File: src/hdl/rcpm_pkg.sv
// Shared widths, register indexes, types and helpers of the read clip point merge block.
`timescale 1ns / 1ps

package rcpm_pkg;

	localparam int POS_W        = 12;
	localparam int MAX_POSITION = 4095;
	localparam int CFG_IDX_W    = 2;
	localparam int CFG_DATA_W   = 1;

	localparam logic [CFG_IDX_W-1:0] CFG_VECTOR_ENABLE  = 2'd0;
	localparam logic [CFG_IDX_W-1:0] CFG_QUALITY_ENABLE = 2'd1;
	localparam logic [CFG_IDX_W-1:0] CFG_POLYAT_ENABLE  = 2'd2;

	typedef logic [POS_W-1:0] pos_t;

	// One read record as it arrives.
	typedef struct packed {
		pos_t read_length;
		logic rmid_found;
		pos_t right_tag_start;
		pos_t left_tag_end;
		pos_t adapter_pos;
		pos_t quality_left;
		pos_t quality_right;
		pos_t vector_start;
		pos_t vector_end;
		pos_t tail_clip;
		pos_t head_clip;
		logic discard_in;
	} read_rec_t;

	// One merged result.
	typedef struct packed {
		pos_t left_clip;
		pos_t right_clip;
		logic discard_out;
		logic left_by_quality;
		logic left_by_adapter;
		logic left_by_vector;
		logic left_by_polyat;
		logic right_by_quality;
		logic right_by_adapter;
		logic right_by_vector;
		logic right_by_polyat;
	} clip_res_t;

	// Clamp a position to the largest legal position.
	function automatic pos_t sat_pos(input pos_t x);
		logic [16:0] wide;
		wide = {{(17-POS_W){1'b0}}, x};
		if (wide > 17'(MAX_POSITION))
			return POS_W'(MAX_POSITION);
		return x;
	endfunction

	function automatic pos_t pos_min(input pos_t a, input pos_t b);
		return (a < b) ? a : b;
	endfunction

	function automatic pos_t pos_max(input pos_t a, input pos_t b);
		return (a > b) ? a : b;
	endfunction

endpackage

File: src/hdl/read_clip_point_merge.sv
// Top level of the read clip point merge block: input register, merge logic, result register.
`timescale 1ns / 1ps

// An accepted input beat passes through the input register and then the result register
// before its result beat appears on out_valid.
// Throughput: one read per cycle; the block takes a new beat every cycle the result
// side does not stall, and a full result register only holds the input side when
// the input register is occupied as well.
// Reset (arst_n low) empties both pipeline stages and clears the three enables to 0.
module read_clip_point_merge (
	input  logic                                 clk,
	input  logic                                 arst_n,
	// Configuration write port.
	input  logic                                 cfg_we,
	input  logic [rcpm_pkg::CFG_IDX_W-1:0]       cfg_index,
	input  logic [rcpm_pkg::CFG_DATA_W-1:0]      cfg_data,
	// Input channel.
	input  logic                                 in_valid,
	output logic                                 in_stall,
	input  logic [rcpm_pkg::POS_W-1:0]           read_length,
	input  logic                                 rmid_found,
	input  logic [rcpm_pkg::POS_W-1:0]           right_tag_start,
	input  logic [rcpm_pkg::POS_W-1:0]           left_tag_end,
	input  logic [rcpm_pkg::POS_W-1:0]           adapter_pos,
	input  logic [rcpm_pkg::POS_W-1:0]           quality_left,
	input  logic [rcpm_pkg::POS_W-1:0]           quality_right,
	input  logic [rcpm_pkg::POS_W-1:0]           vector_start,
	input  logic [rcpm_pkg::POS_W-1:0]           vector_end,
	input  logic [rcpm_pkg::POS_W-1:0]           tail_clip,
	input  logic [rcpm_pkg::POS_W-1:0]           head_clip,
	input  logic                                 discard_in,
	// Result channel.
	output logic                                 out_valid,
	input  logic                                 out_stall,
	output logic [rcpm_pkg::POS_W-1:0]           left_clip,
	output logic [rcpm_pkg::POS_W-1:0]           right_clip,
	output logic                                 discard_out,
	output logic                                 left_by_quality,
	output logic                                 left_by_adapter,
	output logic                                 left_by_vector,
	output logic                                 left_by_polyat,
	output logic                                 right_by_quality,
	output logic                                 right_by_adapter,
	output logic                                 right_by_vector,
	output logic                                 right_by_polyat
);

	// Configuration registers. The user must change them only while the block is idle; the block
	// does not enforce this, so the merge logic reads them directly.
	logic vector_enable_q;
	logic quality_enable_q;
	logic polyat_enable_q;

	always_ff @(posedge clk or negedge arst_n) begin
		if (!arst_n) begin
			vector_enable_q  <= 1'b0;
			quality_enable_q <= 1'b0;
			polyat_enable_q  <= 1'b0;
		end else if (cfg_we) begin
			unique case (cfg_index)
				rcpm_pkg::CFG_VECTOR_ENABLE:  vector_enable_q  <= cfg_data[0];
				rcpm_pkg::CFG_QUALITY_ENABLE: quality_enable_q <= cfg_data[0];
				rcpm_pkg::CFG_POLYAT_ENABLE:  polyat_enable_q  <= cfg_data[0];
				default: ;
			endcase
		end
	end

	// Pipeline control. Each stage loads when it is empty or when the stage after
	// it hands its beat on in the same cycle, so a full pipeline still moves one
	// beat per cycle while out_stall is low.
	logic                valid_s1;
	logic                valid_s2;
	logic                adv_s1;
	logic                adv_s2;
	rcpm_pkg::read_rec_t rec_s1;
	rcpm_pkg::clip_res_t res_s2;
	rcpm_pkg::clip_res_t res_d;

	assign adv_s2   = !valid_s2 || !out_stall;
	assign adv_s1   = !valid_s1 || adv_s2;
	assign in_stall = !adv_s1;

	always_ff @(posedge clk or negedge arst_n) begin
		if (!arst_n) begin
			valid_s1 <= 1'b0;
			valid_s2 <= 1'b0;
		end else begin
			if (adv_s1)
				valid_s1 <= in_valid;
			if (adv_s2)
				valid_s2 <= valid_s1;
		end
	end

	// Payload registers carry no reset; the valid bits above qualify them.
	always_ff @(posedge clk) begin
		if (adv_s1 && in_valid) begin
			rec_s1.read_length     <= read_length;
			rec_s1.rmid_found      <= rmid_found;
			rec_s1.right_tag_start <= right_tag_start;
			rec_s1.left_tag_end    <= left_tag_end;
			rec_s1.adapter_pos     <= adapter_pos;
			rec_s1.quality_left    <= quality_left;
			rec_s1.quality_right   <= quality_right;
			rec_s1.vector_start    <= vector_start;
			rec_s1.vector_end      <= vector_end;
			rec_s1.tail_clip       <= tail_clip;
			rec_s1.head_clip       <= head_clip;
			rec_s1.discard_in      <= discard_in;
		end
		if (adv_s2 && valid_s1)
			res_s2 <= res_d;
	end

	// Merge logic. A missing right tag or B adapter (position 0) stands for the read length
	// when the minimum is taken, but cause matching still compares against the raw position.
	// Each mode sets the right cause flags in a fixed order of precedence, so a right tie
	// credits only the first of them; with the vector enable on, a left tie credits all.
	always_comb begin
		rcpm_pkg::pos_t len;
		rcpm_pkg::pos_t rs;
		rcpm_pkg::pos_t lm;
		rcpm_pkg::pos_t ad;
		rcpm_pkg::pos_t ql;
		rcpm_pkg::pos_t qr;
		rcpm_pkg::pos_t vs;
		rcpm_pkg::pos_t ve;
		rcpm_pkg::pos_t pa;
		rcpm_pkg::pos_t pt;
		rcpm_pkg::pos_t rsv;
		rcpm_pkg::pos_t adv;
		rcpm_pkg::pos_t lc;
		rcpm_pkg::pos_t rc;
		logic [rcpm_pkg::POS_W:0] vsum;
		logic vright;
		logic disc;
		logic lq, la, lv, lp, rq, ra, rv, rp;

		len = rcpm_pkg::sat_pos(rec_s1.read_length);
		rs  = rec_s1.rmid_found ? rcpm_pkg::sat_pos(rec_s1.right_tag_start) : '0;
		lm  = rcpm_pkg::sat_pos(rec_s1.left_tag_end);
		ad  = rcpm_pkg::sat_pos(rec_s1.adapter_pos);
		ql  = rcpm_pkg::sat_pos(rec_s1.quality_left);
		qr  = rcpm_pkg::sat_pos(rec_s1.quality_right);
		vs  = rcpm_pkg::sat_pos(rec_s1.vector_start);
		ve  = rcpm_pkg::sat_pos(rec_s1.vector_end);
		pa  = rcpm_pkg::sat_pos(rec_s1.tail_clip);
		pt  = rcpm_pkg::sat_pos(rec_s1.head_clip);

		rsv  = (rs == '0) ? len : rs;
		adv  = (ad == '0) ? len : ad;
		// The vector lies on the right when its midpoint is at or past the middle
		// of the read.
		vsum   = {1'b0, vs} + {1'b0, ve};
		vright = vsum >= {1'b0, len};

		disc = rec_s1.discard_in;
		lc   = rcpm_pkg::POS_W'(1);
		rc   = rcpm_pkg::POS_W'(1);
		lq = 1'b0; la = 1'b0; lv = 1'b0; lp = 1'b0;
		rq = 1'b0; ra = 1'b0; rv = 1'b0; rp = 1'b0;

		if (!disc) begin
			if (vector_enable_q && quality_enable_q) begin
				if (vright) begin
					rc = rcpm_pkg::pos_min(rcpm_pkg::pos_min(rsv, adv),
						rcpm_pkg::pos_min(qr, vs));
					if (rc == qr)      rq = 1'b1;
					else if (rc == rs) ra = 1'b1;
					else if (rc == vs) rv = 1'b1;
					else if (rc == ad) ra = 1'b1;
					lc = rcpm_pkg::pos_max(ql, lm);
					lq = (lc == ql);
					la = (lc == lm);
				end else begin
					rc = rcpm_pkg::pos_min(rcpm_pkg::pos_min(rsv, adv), qr);
					if (rc == qr)      rq = 1'b1;
					else if (rc == rs) ra = 1'b1;
					else if (rc == ad) ra = 1'b1;
					lc = rcpm_pkg::pos_max(rcpm_pkg::pos_max(ql, lm), ve);
					lq = (lc == ql);
					lv = (lc == ve);
					la = (lc == lm);
				end
			end else if (vector_enable_q) begin
				if (vright) begin
					rc = rcpm_pkg::pos_min(rcpm_pkg::pos_min(rsv, adv), vs);
					if (rc == rs)      ra = 1'b1;
					else if (rc == vs) rv = 1'b1;
					else if (rc == ad) ra = 1'b1;
					lc = lm;
					la = (lm != '0);
				end else begin
					rc = rcpm_pkg::pos_min(rcpm_pkg::pos_min(rsv, adv), len);
					if (rc == rs)      ra = 1'b1;
					else if (rc == ad) ra = 1'b1;
					lc = rcpm_pkg::pos_max(lm, ve);
					lv = (lc == ve);
					la = (lc == lm);
				end
			end else if (quality_enable_q) begin
				rc = rcpm_pkg::pos_min(rcpm_pkg::pos_min(rsv, adv), qr);
				if (rc == rs)      ra = 1'b1;
				else if (rc == ad) ra = 1'b1;
				else               rq = 1'b1;
				lc = rcpm_pkg::pos_max(ql, lm);
				if (lc == ql) lq = 1'b1;
				else          la = 1'b1;
				// A clip at the read end is no adapter trim.
				if (rc == len) ra = 1'b0;
			end else begin
				rc = rcpm_pkg::pos_min(rcpm_pkg::pos_min(rsv, adv), len);
				if (rc == rs)      ra = 1'b1;
				else if (rc == ad) ra = 1'b1;
				lc = lm;
				la = (lm != '0);
				if (rc == len) ra = 1'b0;
			end

			if (rc <= rcpm_pkg::POS_W'(1))
				disc = 1'b1;

			// Poly-A/T override: a tighter tail or head clip replaces the merged clip and
			// takes the credit from the first matching earlier cause. The discard
			// decision is not revisited.
			if (polyat_enable_q && !disc) begin
				if (rc > pa && pa != '0) begin
					if (rc == ad)      ra = 1'b0;
					else if (rc == rs) ra = 1'b0;
					else if (rc == qr) rq = 1'b0;
					else if (rc == vs) rv = 1'b0;
					rc = pa;
					rp = 1'b1;
				end
				if (lc < pt && pt != '0) begin
					if (lc == lm)      la = 1'b0;
					else if (lc == ql) lq = 1'b0;
					else if (lc == ve) lv = 1'b0;
					lc = pt;
					lp = 1'b1;
				end
			end
		end

		res_d.left_clip        = lc;
		res_d.right_clip       = rc;
		res_d.discard_out      = disc;
		res_d.left_by_quality  = lq;
		res_d.left_by_adapter  = la;
		res_d.left_by_vector   = lv;
		res_d.left_by_polyat   = lp;
		res_d.right_by_quality = rq;
		res_d.right_by_adapter = ra;
		res_d.right_by_vector  = rv;
		res_d.right_by_polyat  = rp;
	end

	assign out_valid        = valid_s2;
	assign left_clip        = res_s2.left_clip;
	assign right_clip       = res_s2.right_clip;
	assign discard_out      = res_s2.discard_out;
	assign left_by_quality  = res_s2.left_by_quality;
	assign left_by_adapter  = res_s2.left_by_adapter;
	assign left_by_vector   = res_s2.left_by_vector;
	assign left_by_polyat   = res_s2.left_by_polyat;
	assign right_by_quality = res_s2.right_by_quality;
	assign right_by_adapter = res_s2.right_by_adapter;
	assign right_by_vector  = res_s2.right_by_vector;
	assign right_by_polyat  = res_s2.right_by_polyat;

endmodule

File: config.mk
export PLATFORM = sky130hd
export DESIGN_NAME = read_clip_point_merge
export DESIGN_NICKNAME = d
export VERILOG_FILES = /design/src/hdl/rcpm_pkg.sv /design/src/hdl/read_clip_point_merge.sv
export SDC_FILE = /design/constraint.sdc
export NUM_CORES = 1
export LEC_CHECK = 0
export CAP_MARGIN = 20
export CORE_UTILIZATION = 45
export CTS_CLUSTER_DIAMETER = 120
export CTS_CLUSTER_SIZE = 8
export DETAILED_ROUTE_END_ITERATION = 10
export DONT_BUFFER_PORTS = 1
export PLACE_DENSITY = 0.59
export SLEW_MARGIN = 15
export SYNTH_ARGS = -nofsm -noshare
export SYNTH_HDL_FRONTEND = slang
export SYNTH_SLANG_ARGS = --single-unit
File: constraint.sdc
create_clock -name clk -period 11.3 [get_ports clk]
set_clock_uncertainty 0.15 [all_clocks]
set_input_delay 1.13 -clock clk [delete_from_list [all_inputs] [get_ports clk]]
set_output_delay 1.13 -clock clk [all_outputs]
set_load 0.1 [all_outputs]
Word-level counts from Yosys, hierarchy flattened
Cells that the tools add are included.
{ "classes": {"n_addsub": 1, "order_cmp": 13, "eq_ne": 30, "muxes": 110, "bitwise_logic": 1, "n_reduce_logical": 23} }
{ "op_table": {"columns": ["operator", "n"], "rows": [
  ["== test 12 bit", 28],
  ["two-way mux 12 bit", 28],
  ["< comparator 12 bit", 7],
  ["two-way mux 1 bit", 82],
  ["> comparator 12 bit", 4],
  ["nonzero test 12 bit", 3],
  ["zero test 12 bit", 2],
  ["adder 12 x 12 -> 13 bit", 1],
  ["greater-or-equal comparator 13 x 12 -> 1 bit", 1],
  ["<= comparator 12 x 1 -> 1 bit (second input constant)", 1],
  ["logical AND 1 bit", 6],
  ["AND reduction 2 bit", 3],
  ["zero test 1 bit", 5],
  ["== test 2 x 1 -> 1 bit (second input constant)", 1],
  ["== test 2 bit (second input constant)", 1],
  ["zero test 2 bit", 1],
  ["logical OR 1 bit", 2],
  ["OR reduction 2 bit", 1],
  ["NOT 1 bit", 1]
]} }
{ "word_totals": {"register_bits": 160, "elab_cells": 206} }

Logic depth before layout (Yosys ltp)
Gate-level depths: netlist of the first run.
{ "logic_depth": {"depth_word": 19, "mapped_depth": 37, "ltp_nobuf": 33} }

Least setup slack after synthesis of the first run
No wires, ideal clock.
{ "synth_timing": {"path_type": "flip-flop to flip-flop", "startpoint": "reg rec_s1[105] (netlist name)", "endpoint": "reg res_s2 (netlist bit right_clip[10]) (data pin)", "setup_time_ps": 266, "t_arrival_ps": 8003, "slack_ps": 2881, "stages_incl_launch_ff": 36, "path_buffers": 3, "synth_period_minus_slack_ps": 8419, "path_cell_list": "edfxtp_1 or4_4 o31ai_2 nand2_1 nand2_1 ha_1 a2111oi_0 o21ai_1 a211oi_2 nand2_2 o21ai_2 inv_2 buf_2 ha_1 nand3_1 a2111oi_0 and2_1 o221a_2 nor2_1 buf_2 mux2i_1 a221o_1 nand2b_1 o21ai_2 ha_1 nor2b_1 o21ai_0 nand2b_1 a21oi_1 nor3_1 a211oi_1 o21ai_0 nand3_2 buf_6 mux2i_1 nor2_1"} }
{ "synth_between": {"elab_chain_len": 17} }
{ "synth_lines": {"columns": ["item", "line_no", "source"], "rows": [
  ["start: declaration", "read_clip_point_merge.sv:76", "rcpm_pkg::read_rec_t rec_s1;"],
  ["two-way mux 12 bit (*)", "read_clip_point_merge.sv:141", "rs = rec_s1.rmid_found ? rcpm_pkg::sat_pos(rec_s1.right_tag_start) : '0;"],
  ["zero test 12 bit", "read_clip_point_merge.sv:151", "rsv = (rs == '0) ? len : rs;"],
  ["two-way mux 12 bit (*)", "read_clip_point_merge.sv:151", null],
  ["< comparator 12 bit", "rcpm_pkg.sv:58", "return (a < b) ? a : b;"],
  ["two-way mux 12 bit (*)", "rcpm_pkg.sv:58", null],
  ["< comparator 12 bit", "rcpm_pkg.sv:58", null],
  ["two-way mux 12 bit", "rcpm_pkg.sv:58", null],
  ["two-way mux 12 bit (on tied branches)", "read_clip_point_merge.sv:202, read_clip_point_merge.sv:187", null],
  ["two-way mux 12 bit", "read_clip_point_merge.sv:186", "end else if (vector_enable_q) begin"],
  ["two-way mux 12 bit (*)", "read_clip_point_merge.sv:165", "if (vector_enable_q && quality_enable_q) begin"],
  ["two-way mux 12 bit (*)", "read_clip_point_merge.sv:164", "if (!disc) begin"],
  ["<= comparator 12 x 1 -> 1 bit", "read_clip_point_merge.sv:221", "if (rc <= rcpm_pkg::POS_W'(1))"],
  ["two-way mux 1 bit", "read_clip_point_merge.sv:221", null],
  ["two-way mux 1 bit", "read_clip_point_merge.sv:164", null],
  ["zero test 1 bit", "read_clip_point_merge.sv:227", "if (polyat_enable_q && !disc) begin"],
  ["logical AND 1 bit", "read_clip_point_merge.sv:227", null],
  ["two-way mux 12 bit (*)", "read_clip_point_merge.sv:227", null],
  ["end signal: assignment", "read_clip_point_merge.sv:113", "res_s2 <= res_d;"],
  ["end: declaration", "read_clip_point_merge.sv:77", "rcpm_pkg::clip_res_t res_s2;"]
]} }
Every way passes the cells marked *; elsewhere a longest branch is shown, timed or not. The select of a mux whose other input is x is not followed.
A chain may end at the register's enable or synchronous reset.

Final worst setup path of the first run
{ "layout_timing": {"startpoint": "reg rec_s1[97] (netlist name)", "endpoint": "reg res_s2 (netlist bit right_clip[4]) (data pin)"} }
The elaborated chain is that of the path after synthesis.

==> impl_metrics.ini, run 1 <==
[die]
num_io_pins = 165
die_area_sq_mm = 0.0409
die_w_um = 202
rows = 73
core_area_sq_mm = 0.0396
start_util_pct = 45.6
die_h_um = 202

[final_layout]
final_nets = 2277
largest_reg_flops = 122
layout-drive-gt1-share_pct = 9.75
finalNonFillerCells = 2536
top_register = rec_s1
fillers = 3858
area_growth_pct = 7.66

[timing]
grt_setup_unrepaired = false
fin_hold_ws_ns = 0.158
tns_ns = 0
setup_slack_ns = 0.794
slew_headroom_pct = 11.8
hold_viol = 0
tightest_slew_ns = 1.32
fin_crit_ns = 10.51
period_share_pct = 93.0
max_freq_ghz = 0.0952
slew_violations = 0
setup_viol = 0

[drt]
drt-total-wl_um = 86600
dr.pass1.iters = 7
ant_nets = 0
drt-initial-drc-count = 2145
vias = 17600
drc = 0
post_drt_via_cell_ratio = 6.93
wl_per_cell_um = 34.2

[outcome]
status = complete, no violations

[placement]
dp.cells = 2502
io_buffers = 0
dp_slack_ns = 0.778
gp_congestion = 1.08
detailed_place_hpwl_um = 65600

[worst_setup_path]
slowest_stage = or4_1
arrival_ns = 10.60
worstPathMaxFanout = 20
timing_worst_setup_path_type = reg2reg
critPathCaptureType = flip-flop
startpoint_type = flip-flop
slowest_delay_ns = 0.74
critPathRequiredTime_ns = 11.40

[yosys]
ys.flop_type = edfxtp_1
synthTopCellsByArea = edfxtp_1, xnor2_1, ha_1
yosysTopAreaCell = edfxtp_1
synth_area_per_cell_sq_um = 8.95
yosysMostFrequentCell = xnor2_1
netlist_instances = 2019
synthTopCellsByCount = xnor2_1, edfxtp_1, ha_1
synth_cell_types = 115
yosysSeqAreaShare_pct = 26.5
netlist_area_sq_mm = 0.0181
synthDominantCellAreaShare_pct = 25.8
synth-seq-cells = 160
synth_edf_count = 155
synth_nets = 2299
yosys_warnings = 0
ys_async_sr_fraction_pct = 3.13

[power]
fin_total_pwr_mw = 3.63
power_density_mw_per_mm2 = 187
ir_drop_v = 0.000148
leakage_nw = 7.40

[clock_tree]
clkLatencyLatePin_ns = 0.51
cts_buffer_depth = 2
cts_root_buffer = clkbuf_16
cts_buffers = 17
postCtsHoldBufs = 0
htreeDepth = 4
clock_sinks = 160
cts_tree = yes
clkSlewWorstSetupHoldPaths_ns = 0.09

[min_path]
hold_class = in2async

[grt]
grt_pass1_vias = 16700
grtUsageTotal_pct = 42.2
antenna_found_initial = 0
grt_max_degree = 63
grt_pass1_wl_um = 123000
grt_overflow = 0

[run]
cap_viol_max_count = 0
[per-layer routing]
metal / track usage, % / vias up / routed length [um]
met5: 0 / - / 0
met2: 65.1 / 1178 / 38200
met4: 29.6 / 0 / 6750
li1: - / 7547 / -
met3: 9.24 / 306 / 8170
met1: 52.3 / 8531 / 33500
[power breakdown]
part / internal [mW] / switching (mW) / leakage [nW] / total [mW]
registers: 0.718 / 0.222 / 1.55 / 0.940
clock network: 0.305 / 0.304 / 0.292 / 0.610
logic: 0.743 / 1.34 / 5.55 / 2.08
[final cells by class]
class	instances	area (sq um)	area share, %
Antenna cell	1	2.50	0.0129
Clock buffer	19	453	2.33
Clock inverter	13	139	0.714
Inverter	127	479	2.46
Multi-Input combinational cell	1614	12300	63.4
Sequential cell	160	4780	24.6
Tap cell	525	657	3.38
Timing Repair Buffer	77	606	3.11
[placed cells by master (no fill, tap or decap), drive strengths merged, types with 21 or more instances in the layout]
master | synthesis | layout
a21oi | 105 | 105
nand3 | 57 | 57
xor2 | 52 | 52
mux2i | 104 | 104
nor2 | 100 | 100
and2 | 21 | 21
buf | 33 | 77
edfxtp | 155 | 155
inv | 122 | 130
nor4 | 45 | 45
nor3 | 51 | 51
nand4 | 60 | 60
a21boi | 21 | 21
a21o | 31 | 31
a31oi | 28 | 28
a211oi | 37 | 37
o21ai | 115 | 115
o211ai | 36 | 36
nand2 | 101 | 101
ha | 149 | 149
xnor2 | 253 | 253
[path summary, 6_finish.rpt]
check / startpoint / to / slack [ns] / depth (start not counted)
max: rec_s1[97] / right_clip[4] / 0.79 / 32
min: arst_n / vector_enable_q / 0.16 / 0
min in group clk: valid_s1 / out_valid / 0.35 / 1
min reg2reg: valid_s1 / out_valid / 0.35 / 1
max reg2reg: rec_s1[97] / right_clip[4] / 0.79 / 32
max in group asynchronous: arst_n / out_valid / 10.76 / 0
[cell families after synthesis]
family	after synthesis	synth area share, %
buf+inv	245	5.46
mux	122	7.00
xor+xnor	305	14.8
simple gates	496	14.5
compound gates	541	21.3
flops	160	26.5
fa+ha+maj	150	10.4
[what timing repair did]
| action | CTS | global route |
|---|---|---|
| hold endpoints to repair | 0 | 0 |
| setup endpoints to repair | 0 | 2 |
| buffers inserted | 0 | 0 |
| gates resized for setup | 0 | 1 |
[critical path, delay by kind of cell, from the launching register on]
family                   cells  cell delay [ns]
AND/OR/NAND/NOR             12             3.20
multiplexers                 3             0.92
buffers and inverters        1             0.29
adder cells (fa/ha/maj)      3             0.88
AO/OA/AOI/OAI               13             4.20
flip-flops                   1             0.60
[through the flow]
step,utilization (%),instance area (sq um)
3_5_place_dp,47.5,18800
4_1_cts,49.0,19400
2_1_floorplan,-,18100
3_3_place_gp,47.4,18800
5_1_grt,49.0,19400
6_report,49.1,19400
(Power assumes the default switching activity.)
==> run 2, diff against run 1 <==
--- a/config.mk
+++ b/config.mk
@@ -11,7 +11,7 @@
 export CTS_CLUSTER_SIZE = 8
 export DETAILED_ROUTE_END_ITERATION = 10
 export DONT_BUFFER_PORTS = 1
-export PLACE_DENSITY = 0.59
+export PLACE_DENSITY = 0.68
 export SLEW_MARGIN = 15
 export SYNTH_ARGS = -nofsm -noshare
 export SYNTH_HDL_FRONTEND = slang
==> constraint.sdc (replaced) <==
create_clock -name clk -period 8.71 [get_ports clk]
set_clock_uncertainty 0.15 [all_clocks]
set_input_delay 0.871 -clock clk [delete_from_list [all_inputs] [get_ports clk]]
set_output_delay 0.871 -clock clk [all_outputs]
set_load 0.1 [all_outputs]
==> run 2 against run 1 <==
  * Final cell count increased by 5.0%
  * Highest routed layer is now met5
  * Count of clock-buffer cells in the layout did not move
  * Clock power up 32%
  * Core utilization is 2.7 points higher
  * Largest cell class unchanged
  * Critical path type unchanged
  * Register-to-register slack lost 0.48 ns
  * Maximum frequency increased by 25%
  * Worst hold slack better by 0.14 ns
  * Worst setup slack got worse by 0.48 ns
  * Largest power group unchanged
  * Sequential cell count is the same
  * Die area unchanged
  * Via count up 4.3%
==> impl_metrics.ini, run 2 (synthesized netlist as in run 1, its figures left out) <==
[outcome]
status = complete, no violations

[drt]
vias = 18300
ant_nets = 0
post_drt_via_cell_ratio = 6.88
wl_per_cell_um = 34.4
drt-total-wl_um = 91700
drt-initial-drc-count = 2079
dr.pass1.iters = 5
drc = 0

[grt]
grt_pass1_wl_um = 129000
grt_pass1_vias = 17700
grtUsageTotal_pct = 44.7
grt_max_degree = 69
grt_overflow = 0
antenna_found_initial = 3

[timing]
max_freq_ghz = 0.119
period_share_pct = 96.4
tightest_slew_ns = 1.04
fin_hold_ws_ns = 0.302
tns_ns = 0
fin_crit_ns = 8.39
hold_viol = 0
slew_headroom_pct = 30.7
slew_violations = 0
setup_slack_ns = 0.317
grt_setup_unrepaired = false
setup_viol = 0

[clock_tree]
clock_sinks = 160
cts_buffer_depth = 2
htreeDepth = 4
cts_buffers = 17
clkSlewWorstSetupHoldPaths_ns = 0.07
cts_tree = yes
cts_root_buffer = clkbuf_16
clkLatencyLatePin_ns = 0.50

[worst_setup_path]
worstPathMaxFanout = 16
timing_worst_setup_path_type = reg2reg
critPathCaptureType = flip-flop
arrival_ns = 8.46
slowest_delay_ns = 0.62
startpoint_type = flip-flop
slowest_stage = or4_4
critPathRequiredTime_ns = 8.78

[die]
die_area_sq_mm = 0.0409
core_area_sq_mm = 0.0396
die_w_um = 202
start_util_pct = 45.6
num_io_pins = 165
die_h_um = 202
rows = 73

[final_layout]
final_nets = 2405
area_growth_pct = 13.6
largest_reg_flops = 122
antenna_cells = 0
final_cell_mix = xnor2_1, buf_4, edfxtp_1
fin_area_sq_mm = 0.0205
mostFrequentLayoutCell = xnor2_1
fillers = 3749
postLayoutCoreUtil_pct = 51.8
finalNonFillerCells = 2663
layout-drive-gt1-share_pct = 15.6
top_register = rec_s1

[placement]
io_buffers = 0
dpl_cell_area_sq_mm = 0.0197
detailed_place_hpwl_um = 71100
gp_congestion = 1.14
dp.cells = 2613
dp_slack_ns = -0.149

[power]
fin_total_pwr_mw = 4.92
ir_drop_v = 0.000299
power_density_mw_per_mm2 = 240
leakage_nw = 8.04

[min_path]
hold_class = in2reg

[run]
cap_viol_max_count = 0
==> run 2: area by class of cell <==
class / instances / area [sq um] / share of cell area (%)
clock buffers: 19 / 433 / 2.11
clock inverters: 13 / 170 / 0.829
inverters: 127 / 479 / 2.34
multi-input cells: 1614 / 12400 / 60.5
flip-flops and latches: 160 / 4780 / 23.3
well taps: 525 / 657 / 3.20
repair buffers: 205 / 1590 / 7.73
==> run 2: timing repair <==
item | CTS | global route
endpoints found under the setup margin | 15 | 32
pin swaps | 0 | 3
hold buffers | 1 | 0
gates resized for setup | 1 | 20
buffers inserted | 4 | 12
hold endpoints to repair | 5 | 0
==> run 2: power breakdown <==
group | switching [mW] | total, mW | internal [mW] | leakage, nW
clock network | 0.370 | 0.803 | 0.433 | 0.292
registers | 0.245 | 1.18 | 0.931 | 1.55
logic | 1.85 | 2.95 | 1.09 | 6.19
total | 2.47 | 4.92 | 2.46 | 8.04
==> run 2: critical path: cells and delay by family (launching register included) <==
kind | cells | cell delay (ns)
mux | 1 | 0.20
flops | 1 | 0.51
simple gates | 10 | 1.49
fa+ha+maj | 3 | 0.79
buf+inv | 5 | 1.06
compound gates | 15 | 3.89
==> run 2: worst paths after layout <==
kind	from	endpoint	slack, ns	depth (start not counted)
min in group asynchronous	arst_n	vector_enable_q	0.52	1
worst min-delay path	vector_end[5]	rec_s1[30]	0.30	0
max in group asynchronous	arst_n	out_valid	7.67	1
worst max register to register	rec_s1[101]	right_clip[4]	0.32	34
worst max-delay path	rec_s1[101]	right_clip[4]	0.32	34
worst min register to register	valid_s1	out_valid	0.34	1
==> run 2: routing by layer <==
layer	wire length, um	vias up	track usage [%]	share of wire (%)
li1	-	7800	-	-
met1	34100	8874	53.1	37
met2	41400	1258	71.5	45
met3	9030	373	10.9	9.9
met4	7060	4	30.2	7.7
met5	26	-	0	0.028
